--- src/rtl/ird_pkg.sv ---
// ----------------------------------------------------------------------------
// ird_pkg
// Shared sizes, register codes, digit struct and character lookup for the
// integer-to-radix digit converter.
// ----------------------------------------------------------------------------
package ird_pkg;

  // Sizes
  localparam int VALUE_BITS = 64;
  localparam int MAX_DIGITS = 64;
  localparam int IN_W       = 64;
  localparam int ADDR_W     = $clog2(MAX_DIGITS);
  localparam int BIT_CNT_W  = $clog2(VALUE_BITS);
  localparam int RADIX_W    = 6;
  localparam int DIGIT_W    = 6;
  localparam int CHAR_W     = 7;
  localparam int OUT_W      = 8;
  localparam int APB_AW     = 3;
  localparam int APB_DW     = 32;

  // Register map (word index taken from paddr[2])
  localparam logic REG_IDX_RADIX = 1'b0;

  // Radix limits and reset value
  localparam logic [RADIX_W-1:0] RADIX_RESET = 6'd16;
  localparam logic [RADIX_W-1:0] RADIX_MIN   = 6'd2;
  localparam logic [RADIX_W-1:0] RADIX_MAX   = 6'd36;

  // Character codes
  localparam logic [CHAR_W-1:0] CHAR_ZERO  = 7'h30;
  localparam logic [CHAR_W-1:0] CHAR_A_OFS = 7'd87;  // 'a' minus ten
  localparam logic [CHAR_W-1:0] CHAR_ERROR = 7'h00;

  // One digit beat from the divider to the digit buffer
  typedef struct packed {
    logic               valid;
    logic               last;
    logic [DIGIT_W-1:0] value;
  } ird_digit_t;

  // Clamp a written radix into the legal range
  function automatic logic [RADIX_W-1:0] clamp_radix(input logic [RADIX_W-1:0] w);
    logic [RADIX_W-1:0] r;
    r = w;
    if (w < RADIX_MIN) begin
      r = RADIX_MIN;
    end else if (w > RADIX_MAX) begin
      r = RADIX_MAX;
    end
    return r;
  endfunction

  // Map a digit value to its ASCII character, 0-9 then a-z
  function automatic logic [CHAR_W-1:0] digit_to_char(input logic [DIGIT_W-1:0] d);
    logic [CHAR_W-1:0] c;
    if (d < 6'd10) begin
      c = CHAR_ZERO + {1'b0, d};
    end else if (d < 6'd36) begin
      c = CHAR_A_OFS + {1'b0, d};
    end else begin
      c = CHAR_ZERO;
    end
    return c;
  endfunction

endpackage

--- src/rtl/integer_to_radix_digits.sv ---
// ----------------------------------------------------------------------------
// integer_to_radix_digits
// Converts one signed integer per beat into its digits in a programmable
// radix (2..36), most significant digit first, as lower-case ASCII.
// ----------------------------------------------------------------------------
//
//  Channel    | Dir | Handshake              | Payload
//  -----------+-----+------------------------+-----------------------------------
//  s_axis     | in  | tvalid / tready        | tdata[63:0] value
//  m_axis     | out | tvalid / tready        | tdata[6:0] digit_char, tlast
//             |     |                        |   last_digit, tuser negative_error
//  apb        | in  | psel / penable / pready| reg 0 @ 0x0: out_radix[5:0]
//
//  Each digit of a value is worked out in the shared shift-subtract
//  divider (one quotient bit a cycle), then read back from the digit
//  memory through the S_READ and S_LOAD states.
//  A negative value gives its single error beat in the cycle after acceptance.
//  One value is in flight at a time; s_axis_tready_o returns high the cycle
//  after the last beat of a value is taken. Low m_axis_tready_i holds the
//  output register and stalls the read-back. Reset is asynchronous; the digit
//  memory is not cleared and needs no clearing pass.
// ----------------------------------------------------------------------------
module integer_to_radix_digits (
  input  logic                           clk_i,
  input  logic                           rst_ni,
  // Input stream
  input  logic                           s_axis_tvalid_i,
  output logic                           s_axis_tready_o,
  input  logic [ird_pkg::IN_W-1:0]       s_axis_tdata_i,   // [63:0] value
  // Output stream
  output logic                           m_axis_tvalid_o,
  input  logic                           m_axis_tready_i,
  output logic [ird_pkg::OUT_W-1:0]      m_axis_tdata_o,   // [6:0] digit_char, [7] zero
  output logic                           m_axis_tlast_o,
  output logic                           m_axis_tuser_o,   // [0] negative_error
  // Configuration
  input  logic                           psel,
  input  logic                           penable,
  input  logic                           pwrite,
  input  logic [ird_pkg::APB_AW-1:0]     paddr,
  input  logic [ird_pkg::APB_DW-1:0]     pwdata,
  output logic [ird_pkg::APB_DW-1:0]     prdata,
  output logic                           pready
);

  logic [ird_pkg::RADIX_W-1:0]     radix_q;
  logic                            busy_q;
  logic                            in_beat;
  logic                            negative;
  logic                            cfg_wr;
  logic                            done;
  logic [ird_pkg::CHAR_W-1:0]      out_char;
  ird_pkg::ird_digit_t             digit;

  // Configuration register
  assign pready = 1'b1;
  assign cfg_wr = psel && penable && pwrite && pready &&
                  (paddr[2] == ird_pkg::REG_IDX_RADIX);
  assign prdata = {{(ird_pkg::APB_DW-ird_pkg::RADIX_W){1'b0}}, radix_q};

  always_ff @(posedge clk_i or negedge rst_ni) begin
    if (!rst_ni) begin
      radix_q <= ird_pkg::RADIX_RESET;
    end else if (cfg_wr) begin
      radix_q <= ird_pkg::clamp_radix(pwdata[ird_pkg::RADIX_W-1:0]);
    end
  end

  // Accept one value at a time; hold off until its last beat is taken
  assign s_axis_tready_o = !busy_q;
  assign in_beat         = s_axis_tvalid_i && !busy_q;
  assign negative        = s_axis_tdata_i[ird_pkg::VALUE_BITS-1];

  always_ff @(posedge clk_i or negedge rst_ni) begin
    if (!rst_ni) begin
      busy_q <= 1'b0;
    end else if (in_beat) begin
      busy_q <= 1'b1;
    end else if (done) begin
      busy_q <= 1'b0;
    end
  end

  ird_divider u_divider (
    .clk_i   (clk_i),
    .rst_ni  (rst_ni),
    .start_i (in_beat && !negative),
    .value_i (s_axis_tdata_i[ird_pkg::VALUE_BITS-1:0]),
    .radix_i (radix_q),
    .digit_o (digit)
  );

  ird_digit_buf u_digit_buf (
    .clk_i       (clk_i),
    .rst_ni      (rst_ni),
    .digit_i     (digit),
    .err_i       (in_beat && negative),
    .done_o      (done),
    .out_valid_o (m_axis_tvalid_o),
    .out_ready_i (m_axis_tready_i),
    .out_char_o  (out_char),
    .out_last_o  (m_axis_tlast_o),
    .out_err_o   (m_axis_tuser_o)
  );

  assign m_axis_tdata_o = {{(ird_pkg::OUT_W-ird_pkg::CHAR_W){1'b0}}, out_char};

endmodule

--- src/rtl/ird_divider.sv ---
// ----------------------------------------------------------------------------
// ird_divider
// Bit-serial restoring divider: repeatedly divides the value by the radix,
// one quotient bit per cycle, and hands out each remainder as a digit,
// least significant digit first.
// ----------------------------------------------------------------------------
module ird_divider (
  input  logic                                 clk_i,
  input  logic                                 rst_ni,
  input  logic                                 start_i,
  input  logic [ird_pkg::VALUE_BITS-1:0]       value_i,
  input  logic [ird_pkg::RADIX_W-1:0]          radix_i,
  output ird_pkg::ird_digit_t                  digit_o
);

  logic                                  busy_q, busy_d;
  logic [ird_pkg::VALUE_BITS-1:0]        quot_q, quot_d;
  logic [ird_pkg::DIGIT_W-1:0]           rem_q, rem_d;
  logic [ird_pkg::RADIX_W-1:0]           radix_q, radix_d;
  logic [ird_pkg::BIT_CNT_W-1:0]         bit_cnt_q, bit_cnt_d;
  logic [ird_pkg::ADDR_W-1:0]            ndig_q, ndig_d;

  logic [ird_pkg::DIGIT_W:0]             trial;
  logic                                  fits;
  logic [ird_pkg::DIGIT_W-1:0]           rem_nxt;
  logic [ird_pkg::VALUE_BITS-1:0]        quot_nxt;
  logic                                  digit_end;
  logic                                  run_last;

  // Shift the next dividend bit into the remainder and trial-subtract
  assign trial    = {rem_q, quot_q[ird_pkg::VALUE_BITS-1]};
  assign fits     = trial >= {1'b0, radix_q};
  assign rem_nxt  = fits ? ird_pkg::DIGIT_W'(trial - {1'b0, radix_q})
                         : trial[ird_pkg::DIGIT_W-1:0];
  assign quot_nxt = {quot_q[ird_pkg::VALUE_BITS-2:0], fits};

  assign digit_end = busy_q && (bit_cnt_q == ird_pkg::BIT_CNT_W'(ird_pkg::VALUE_BITS-1));
  assign run_last  = (quot_nxt == '0) ||
                     (ndig_q == ird_pkg::ADDR_W'(ird_pkg::MAX_DIGITS-1));

  // Sequence the division passes
  always_comb begin
    busy_d    = busy_q;
    quot_d    = quot_q;
    rem_d     = rem_q;
    radix_d   = radix_q;
    bit_cnt_d = bit_cnt_q;
    ndig_d    = ndig_q;
    if (start_i) begin
      busy_d    = 1'b1;
      quot_d    = value_i;
      rem_d     = '0;
      radix_d   = radix_i;
      bit_cnt_d = '0;
      ndig_d    = '0;
    end else if (busy_q) begin
      quot_d = quot_nxt;
      if (digit_end) begin
        rem_d     = '0;
        bit_cnt_d = '0;
        ndig_d    = ndig_q + 1'b1;
        busy_d    = !run_last;
      end else begin
        rem_d     = rem_nxt;
        bit_cnt_d = bit_cnt_q + 1'b1;
      end
    end
  end

  // Hand out the finished remainder as a digit
  assign digit_o.valid = digit_end;
  assign digit_o.last  = run_last;
  assign digit_o.value = rem_nxt;

  always_ff @(posedge clk_i or negedge rst_ni) begin
    if (!rst_ni) begin
      busy_q    <= 1'b0;
      bit_cnt_q <= '0;
      ndig_q    <= '0;
    end else begin
      busy_q    <= busy_d;
      bit_cnt_q <= bit_cnt_d;
      ndig_q    <= ndig_d;
    end
  end

  // Datapath registers
  always_ff @(posedge clk_i) begin
    quot_q  <= quot_d;
    rem_q   <= rem_d;
    radix_q <= radix_d;
  end

endmodule

--- src/rtl/ird_digit_buf.sv ---
// ----------------------------------------------------------------------------
// ird_digit_buf
// Digit memory and output stage: collects digits least significant first,
// then reads them back in reverse order and presents them as character
// beats. Also presents the single error beat for a negative value.
// ----------------------------------------------------------------------------
module ird_digit_buf (
  input  logic                          clk_i,
  input  logic                          rst_ni,
  input  ird_pkg::ird_digit_t           digit_i,
  input  logic                          err_i,
  output logic                          done_o,
  output logic                          out_valid_o,
  input  logic                          out_ready_i,
  output logic [ird_pkg::CHAR_W-1:0]    out_char_o,
  output logic                          out_last_o,
  output logic                          out_err_o
);

  typedef enum logic [1:0] {
    S_FILL,
    S_READ,
    S_LOAD,
    S_DRAIN
  } state_e;

  state_e                       state_q;
  logic [ird_pkg::ADDR_W-1:0]   wr_ptr_q;
  logic [ird_pkg::ADDR_W-1:0]   rd_ptr_q;
  logic                         out_valid_q;
  logic [ird_pkg::CHAR_W-1:0]   out_char_q;
  logic                         out_last_q;
  logic                         out_err_q;

  logic [ird_pkg::DIGIT_W-1:0]  mem [ird_pkg::MAX_DIGITS];
  logic [ird_pkg::DIGIT_W-1:0]  rd_data_q;
  logic                         rd_en;
  logic                         beat_taken;
  logic                         slot_free;

  assign beat_taken = out_valid_q && out_ready_i;
  assign slot_free  = !out_valid_q || out_ready_i;
  assign rd_en      = (state_q == S_READ);

  // Digit memory: one write port, one registered read port
  always_ff @(posedge clk_i) begin
    if (digit_i.valid) begin
      mem[wr_ptr_q] <= digit_i.value;
    end
    if (rd_en) begin
      rd_data_q <= mem[rd_ptr_q];
    end
  end

  // Fill, read back most significant first, and drive the output register
  always_ff @(posedge clk_i or negedge rst_ni) begin
    if (!rst_ni) begin
      state_q     <= S_FILL;
      wr_ptr_q    <= '0;
      rd_ptr_q    <= '0;
      out_valid_q <= 1'b0;
      out_char_q  <= '0;
      out_last_q  <= 1'b0;
      out_err_q   <= 1'b0;
    end else begin
      unique case (state_q)
        S_FILL: begin
          if (err_i) begin
            out_valid_q <= 1'b1;
            out_char_q  <= ird_pkg::CHAR_ERROR;
            out_last_q  <= 1'b1;
            out_err_q   <= 1'b1;
            state_q     <= S_DRAIN;
          end else if (digit_i.valid) begin
            if (digit_i.last) begin
              rd_ptr_q <= wr_ptr_q;
              state_q  <= S_READ;
            end else begin
              wr_ptr_q <= wr_ptr_q + 1'b1;
            end
          end
        end
        S_READ: begin
          if (beat_taken) begin
            out_valid_q <= 1'b0;
          end
          state_q <= S_LOAD;
        end
        S_LOAD: begin
          if (slot_free) begin
            out_valid_q <= 1'b1;
            out_char_q  <= ird_pkg::digit_to_char(rd_data_q);
            out_last_q  <= (rd_ptr_q == '0);
            out_err_q   <= 1'b0;
            if (rd_ptr_q == '0) begin
              state_q <= S_DRAIN;
            end else begin
              rd_ptr_q <= rd_ptr_q - 1'b1;
              state_q  <= S_READ;
            end
          end
        end
        S_DRAIN: begin
          if (beat_taken) begin
            out_valid_q <= 1'b0;
          end
          if (beat_taken && out_last_q) begin
            wr_ptr_q <= '0;
            state_q  <= S_FILL;
          end
        end
        default: begin
          state_q <= S_FILL;
        end
      endcase
    end
  end

  // Flag the run as finished on the edge that takes its last beat
  assign done_o      = (state_q == S_DRAIN) && beat_taken && out_last_q;
  assign out_valid_o = out_valid_q;
  assign out_char_o  = out_char_q;
  assign out_last_o  = out_last_q;
  assign out_err_o   = out_err_q;

endmodule

--- config.mk ---
export PLATFORM = sky130hd
export DESIGN_NAME = integer_to_radix_digits
export DESIGN_NICKNAME = d
export VERILOG_FILES = /design/src/rtl/ird_pkg.sv /design/src/rtl/integer_to_radix_digits.sv /design/src/rtl/ird_divider.sv /design/src/rtl/ird_digit_buf.sv
export SDC_FILE = /design/constraint.sdc
export NUM_CORES = 1
export LEC_CHECK = 0
export BUFFER_PORTS_ARGS = -buffer_cell sky130_fd_sc_hd__buf_2
export CAP_MARGIN = 20
export CORE_UTILIZATION = 59
export CTS_BUF_LIST = sky130_fd_sc_hd__clkbuf_8
export CTS_CLUSTER_DIAMETER = 200
export CTS_CLUSTER_SIZE = 20
export DETAILED_ROUTE_END_ITERATION = 6
export GPL_ROUTABILITY_DRIVEN = 1
export PLACE_DENSITY = 0.82
export SLEW_MARGIN = 20
export SYNTH_ARGS = -nofsm -noshare
export SYNTH_HDL_FRONTEND = slang
export SYNTH_SLANG_ARGS = --single-unit
--- constraint.sdc ---
create_clock -name clk_i -period 7.8 [get_ports clk_i]
set_input_delay 0.78 -clock clk_i [delete_from_list [all_inputs] [get_ports clk_i]]
set_output_delay 0.78 -clock clk_i [all_outputs]
set_load 0.1 [all_outputs]
==> results of run 1 <==
-- placed cells by master (no fill, tap or decap), drive strengths merged, types with 2 or more instances in the layout --
master and count:
a311oi 2, ha 14, nor3 6, a21o 3
dfrtp 43, nand2 245, a41oi 2, mux2 7
o22ai 4, mux2i 7, a22o 11, or3 5
nand4 9, nor2 91, nor4 17, xor2 7
o21ai 35, a221o 4, nand3b 2, inv 50
conb 28, nor2b 20, a22oi 2, mux4 110
a211o 2, a211oi 13, and2 3, edfxtp 460
dfxtp 6, a21oi 27, and3 5, a31oi 2
xnor2 5, clkbuf 29, nand2b 14, nand3 22
buf 108
-- worst min path at each step --
| stage | from | to | cells past startpoint |
|---|---|---|---|
| final | rst_ni | radix_q[2] | 1 |
| after global placement | radix_q[2] | u_divider.radix_q[2] | 0 |
| after detailed placement | radix_q[1] | u_divider.radix_q[1] | 0 |
| after global routing | rst_ni | radix_q[2] | 1 |
| after CTS | rst_ni | radix_q[1] | 1 |
| after floorplan | u_divider.rem_q[5] | u_divider.rem_q[5] | 1 |
-- layer usage --
layer  vias to the layer above  global-route usage, %
met3                        80                   3.76
met1                      5826                   31.7
met2                       533                   38.0
li1                       5159                      -
met4                         0                   6.72
met5                         -                      0
-- power by group --
group / total [mW] / internal (mW) / switching (mW)
Sequential: 4.37 / 4.08 / 0.290
Clock: 1.13 / 0.354 / 0.772
Combinational: 2.97 / 1.00 / 1.97
Total: 8.47 / 5.44 / 3.03
-- layout make-up --
cell class	instances	area (um^2)
Fill cell	2423	12900
Clock buffer	29	399
Clock inverter	24	97.6
Multi-Input combinational cell	738	5750
Tap cell	461	577
Inverter	27	101
Timing Repair Buffer	108	598
Sequential cell	510	15000
Antenna cell	1	2.50
-- stage by stage --
stage | cells | utilization [%] | instance area, um^2 | hold WS, ns
final | 1898 | 63.6 | 22600 | 0.118
after global routing | 1897 | 63.6 | 22600 | 0.132
after CTS | 1896 | 63.5 | 22500 | 0.313
after detailed placement | 1843 | 62.1 | 22000 | 0.456
after global placement | 1843 | 62.1 | 22000 | 0.457
after floorplan | 1367 | - | 21300 | 0.451
-- logic make-up after synthesis --
kind of cell               Yosys count  share of synthesized area [%]
buffers and inverters              119                           2.92
AOI/OAI and AO/OA                  115                           3.49
and+or+nand+nor                    443                           8.97
muxes                              124                           12.4
adders and majority gates           16                          0.966
xor gates and xnor gates            12                          0.495
other                                2                         0.0353
DFF                                510                           70.8
==> impl_results.md, run 1 <==
- FF-to-FF End: u_digit_buf.rd_data_q[1]
- Fmax: 267 MHz
- Final period util: 48.0%
- Power per cell area: 375 mW/mm^2
- Dpl hpwl: 26.6 mm
- Post-synth top area cell: edfxtp_1
- PortBufs: 94
- Detail Route Antenna Nets: 0
- Aggregate global routing overflow: 0
- Crit path capture: u_digit_buf.rd_data_q[1]
- Area of the mapped netlist: 0.0212 mm^2
- Clk_lat worst skew: 0.64 ns
- Predominant post-synthesis flop cell: edfxtp_1
- Total vias in the final route: 11600
- Crit path cell chain: buf_4 > mux4_2 > mux4_2 > nor2b_1 > a211oi_1 > a21oi_1
- Synth cell count leaders: edfxtp_1, nand2_1, mux4_2, nor2_1, clkbuf_1
- Slowest stage cell, crit path: buf_4
- # setup viols final: 0
- Post-DR vias/cell: 6.11
- Cell with the most instances after synthesis: edfxtp_1
- Setup_tns: 0 ns
- Post-synth EDFFs: 460
- Crit. Startpoint: u_digit_buf.rd_ptr_q[0]
- Fin. max-slew vios: 0
- CTS tree: done
- R2R cell count: 6
- Share of cells above drive strength 1: 18.6%
- Pwr Total: 8.47 mW
- CTS Root Cell: clkbuf_8
- Sequential share of the synthesized area: 70.8%
- Core area: 0.0355 mm^2
- Largest net degree at the start of global routing: 80
- DRT met1 WL: 16.8 mm
- Routed WL: 41.7 mm
- Cts bufs inserted: 29
- Initial antenna violation count: 0
- Gpl congestion: 0.849
- Reg2reg start: u_digit_buf.rd_ptr_q[0]
- Die W: 192 um
- Startpoint class of the critical path: flop
- Highest metal used: met4
- Share of the synthesized area in the top cell type: 65.0%
- Top reg by flops: u_digit_buf.mem
- Syn_area_per_cell: 15.8 um^2
- Pre-antenna DRT Iters: 5
- First-pass GRT wire length: 63.4 mm
- Area contributors post-synth: edfxtp_1, mux4_2, dfrtp_1, nand2_1, nor2_1
- Reg-to-reg slack, setup: 4.06 ns
- CTS Hold Bufs: 0
- Die height: 192 um
- Starting DRT DRC Count: 1155
- WL met3: 3.14 mm
- Max reg flops: 384
- DP Worst Slack: 3.53 ns
- PostCTS Resize Cnt: 0
- Area delta synth->final: 6.19%
- Worst setup EP type: flop
- Worst-margin pin slew: 1.02 ns
- RSZ-0062 raised after global routing: no
- Postcts setup bufs: 0
- Final #Nets: 1535
- Final min period: 3.74 ns
- Max clock buf depth: 3
- Total track usage: 23.0%
- Req. time, crit path: 8.13 ns
- CP delay by family, top: multiplexers
- Synth unique cells: 58
- Gate Count Post-Synth: 1341
- Vias in the first global route: 11300
- Worst EP arrival: 4.08 ns
- Critical Setup Path Class: reg -> reg
- WP buf/inv: 1
- Slew HR: 31.5%
- Setup slack after layout: 4.06 ns
- Routed len/inst: 22.0 um
- Clock Sink Count: 510
- Crit path max fanout: 49
- Site Rows: 69
- Hold Violations, Final: 0
- Maximum vdd drop: 0.347 mV
- Clock transition at the registers of the reported paths: 0.13 ns
- Ys Warns: 0
- I/O Pins: 151
- H-tree levels: 1
- Max Cap Viol: 0
- Worst Skew: 0.0637 ns
- Outcome: finished, final reports clean
- Die area: 0.0368 mm^2
- Crit path depth: 6
- Drt drc: 0
- Hold Path Class: in -> async
- Crit-path most repeated cell: mux4_2
- Async set-reset flop share out of synthesis: 8.63%
- Worst path max stage delay: 0.80 ns
- Met2 WL: 20.5 mm
- Starting density of the core: 59.9%
- Leakage: 7.90 nW
- #FFs+latches synth: 510
Power figures use the tool's default switching activity.
==> run 2, diff against run 1 <==
Clock period 7.8 ns to 3.8 ns, I/O delays scaled along.
==> run 2 against run 1 <==
Net effect: global-route usage grew 0.54 points; sequential cell count did not move; sequential power is 110% higher; core utilization rose by 1.2 points; largest power group unchanged; sequential share of layout area is 1.3 points lower; non-clock buffer count increased by 45; wire length is 1.9% higher; final cell count rose by 2.4%; power grew 110%; register-to-register slack got worse by 3.4 ns; via count grew 0.93%.
==> impl_results.md, run 2 (synthesis gave the netlist of run 1 again) <==
- Outcome: finished, final reports clean
- CTS tree: done
- Hold Path Class: in -> reg
- Clock transition at the registers of the reported paths: 0.12 ns
- Post-DR vias/cell: 6.02
- Crit path max fanout: 26
- Req. time, crit path: 4.15 ns
- Switching Fraction: 35.8%
- Final min period: 3.12 ns
- Startpoint class of the critical path: flop
- Fmax: 321 MHz
- Clock power share: 13.2%
- Worst-margin pin slew: 1.04 ns
- Max clock buf depth: 3
- Detail Route Antenna Nets: 0
- Total track usage: 23.5%
- Most common cell after layout, fill and taps aside: edfxtp_1
- Max reg flops: 384
- RSZ-0062 raised after global routing: no
- Pwr Total: 17.5 mW
- Core area: 0.0355 mm^2
- PostCTS Resize Cnt: 0
- Routed len/inst: 21.9 um
- Setup_tns: 0 ns
- Hold Violations, Final: 0
- Sequential Area: 0.0150 mm^2
- Leakage: 8.10 nW
- Routed WL: 42.5 mm
- Worst setup EP type: flop
- Slew HR: 30.7%
- Maximum vdd drop: 0.890 mV
- Fillers: 2262
- Aggregate global routing overflow: 0
- Worst Skew: 0.0314 ns
- Vias in the first global route: 11600
- First-pass GRT wire length: 65.0 mm
- Most frequent cells in the layout: edfxtp_1, nand2_1, mux4_2, buf_2, nor2_1
- Largest net degree at the start of global routing: 79
- Hold Path Cell Cnt: 3
- Starting DRT DRC Count: 1250
- Drt drc: 0
- Total vias in the final route: 11700
- Share of cells above drive strength 1: 18.7%
- Power per cell area: 762 mW/mm^2
- Clock Sink Count: 510
- Starting density of the core: 59.9%
- Pre-antenna DRT Iters: 5
- Combinational group share of total power: 35.3%
- Dpl hpwl: 27.3 mm
- Clk_lat worst skew: 0.63 ns
- Critical Setup Path Class: reg -> reg
- Initial antenna violation count: 1
- Area delta synth->final: 8.26%
- Footprint of the multi-input gates: 0.00575 mm^2
- Switching power: 6.27 mW
- Fin. max-slew vios: 0
- Final period util: 82.1%
- Flop pwr share: 51.5%
- Internal power: 11.2 mW
- Cts bufs inserted: 29
- R2R cell count: 5
- H-tree levels: 1
- CTS Root Cell: clkbuf_8
- Gpl congestion: 0.858
- Final #Nets: 1580
- Max Cap Viol: 0
- Die W: 192 um
- Worst EP arrival: 3.47 ns
- Site Rows: 69
- # setup viols final: 0
- Die height: 192 um
- Top reg by flops: u_digit_buf.mem
- I/O Pins: 151
- Die area: 0.0368 mm^2
- PortBufs: 94
## run 2: final cells by class
type                            instances  area share (%)
Sequential cell                       510            65.4
Timing Repair Buffer                  153            4.48
Multi-Input combinational cell        738            25.0
Clock inverter                         25           0.457
Clock buffer                           29            1.74
Inverter                               27           0.441
Antenna cell                            1          0.0109
Tap cell                              461            2.51
## run 2: worst paths after layout
path                                          from                  endpoint  slack, ns
max                        u_digit_buf.rd_ptr_q[0]  u_digit_buf.rd_data_q[0]       0.68
min                             s_axis_tdata_i[17]      u_divider.quot_q[17]       0.02
max reg2reg                u_digit_buf.rd_ptr_q[0]  u_digit_buf.rd_data_q[0]       0.68
min reg2reg                             radix_q[5]      u_divider.radix_q[5]       0.49
max in group asynchronous                   rst_ni   u_digit_buf.rd_ptr_q[0]       3.05
min in group asynchronous                   rst_ni       u_divider.ndig_q[4]       0.27
## run 2: per-layer routing
metal	wire, um	GRT usage [%]
met5	0	0
met4	1160	7.02
met3	3270	3.40
met2	21300	39.7
met1	16800	32.0
## run 2: stage by stage
stage / instances / cell area (um^2) / utilization (%) / hold WS [ns] / setup slack (ns)
floorplan: 1367 / 21400 / - / 0.0844 / 0.140
global placement: 1853 / 22100 / 62.4 / 0.453 / 0.733
detailed placement: 1853 / 22100 / 62.4 / 0.467 / 0.691
CTS: 1943 / 23000 / 64.8 / 0.000578 / 0.666
global route: 1944 / 23000 / 64.8 / 0.00317 / 0.436
finish: 1944 / 23000 / 64.8 / 0.0212 / 0.680
## run 2: repair_timing
action,in CTS,in global routing
hold buffers,36,0
buffers inserted,0,0
hold endpoints to repair,78,0
## run 2: worst max-delay path, stage by stage (launching register included)
cell	delay, ns
dfrtp_4	0.78
buf_4	0.33
mux4_2	0.57
mux4_2	0.51
a211oi_1	0.49
a21oi_1	0.13
## run 2: power by group through the flow
stage                     clock [mW]  sequential (mW)  combinational (mW)
after detailed placement           0             9.13                6.15
final                           2.31             9.02                6.19
after global routing            2.53             9.10                6.69
after global placement             0             9.09                5.85
after floorplan                    0             9.18                4.11
after CTS                       2.33             9.01                6.19
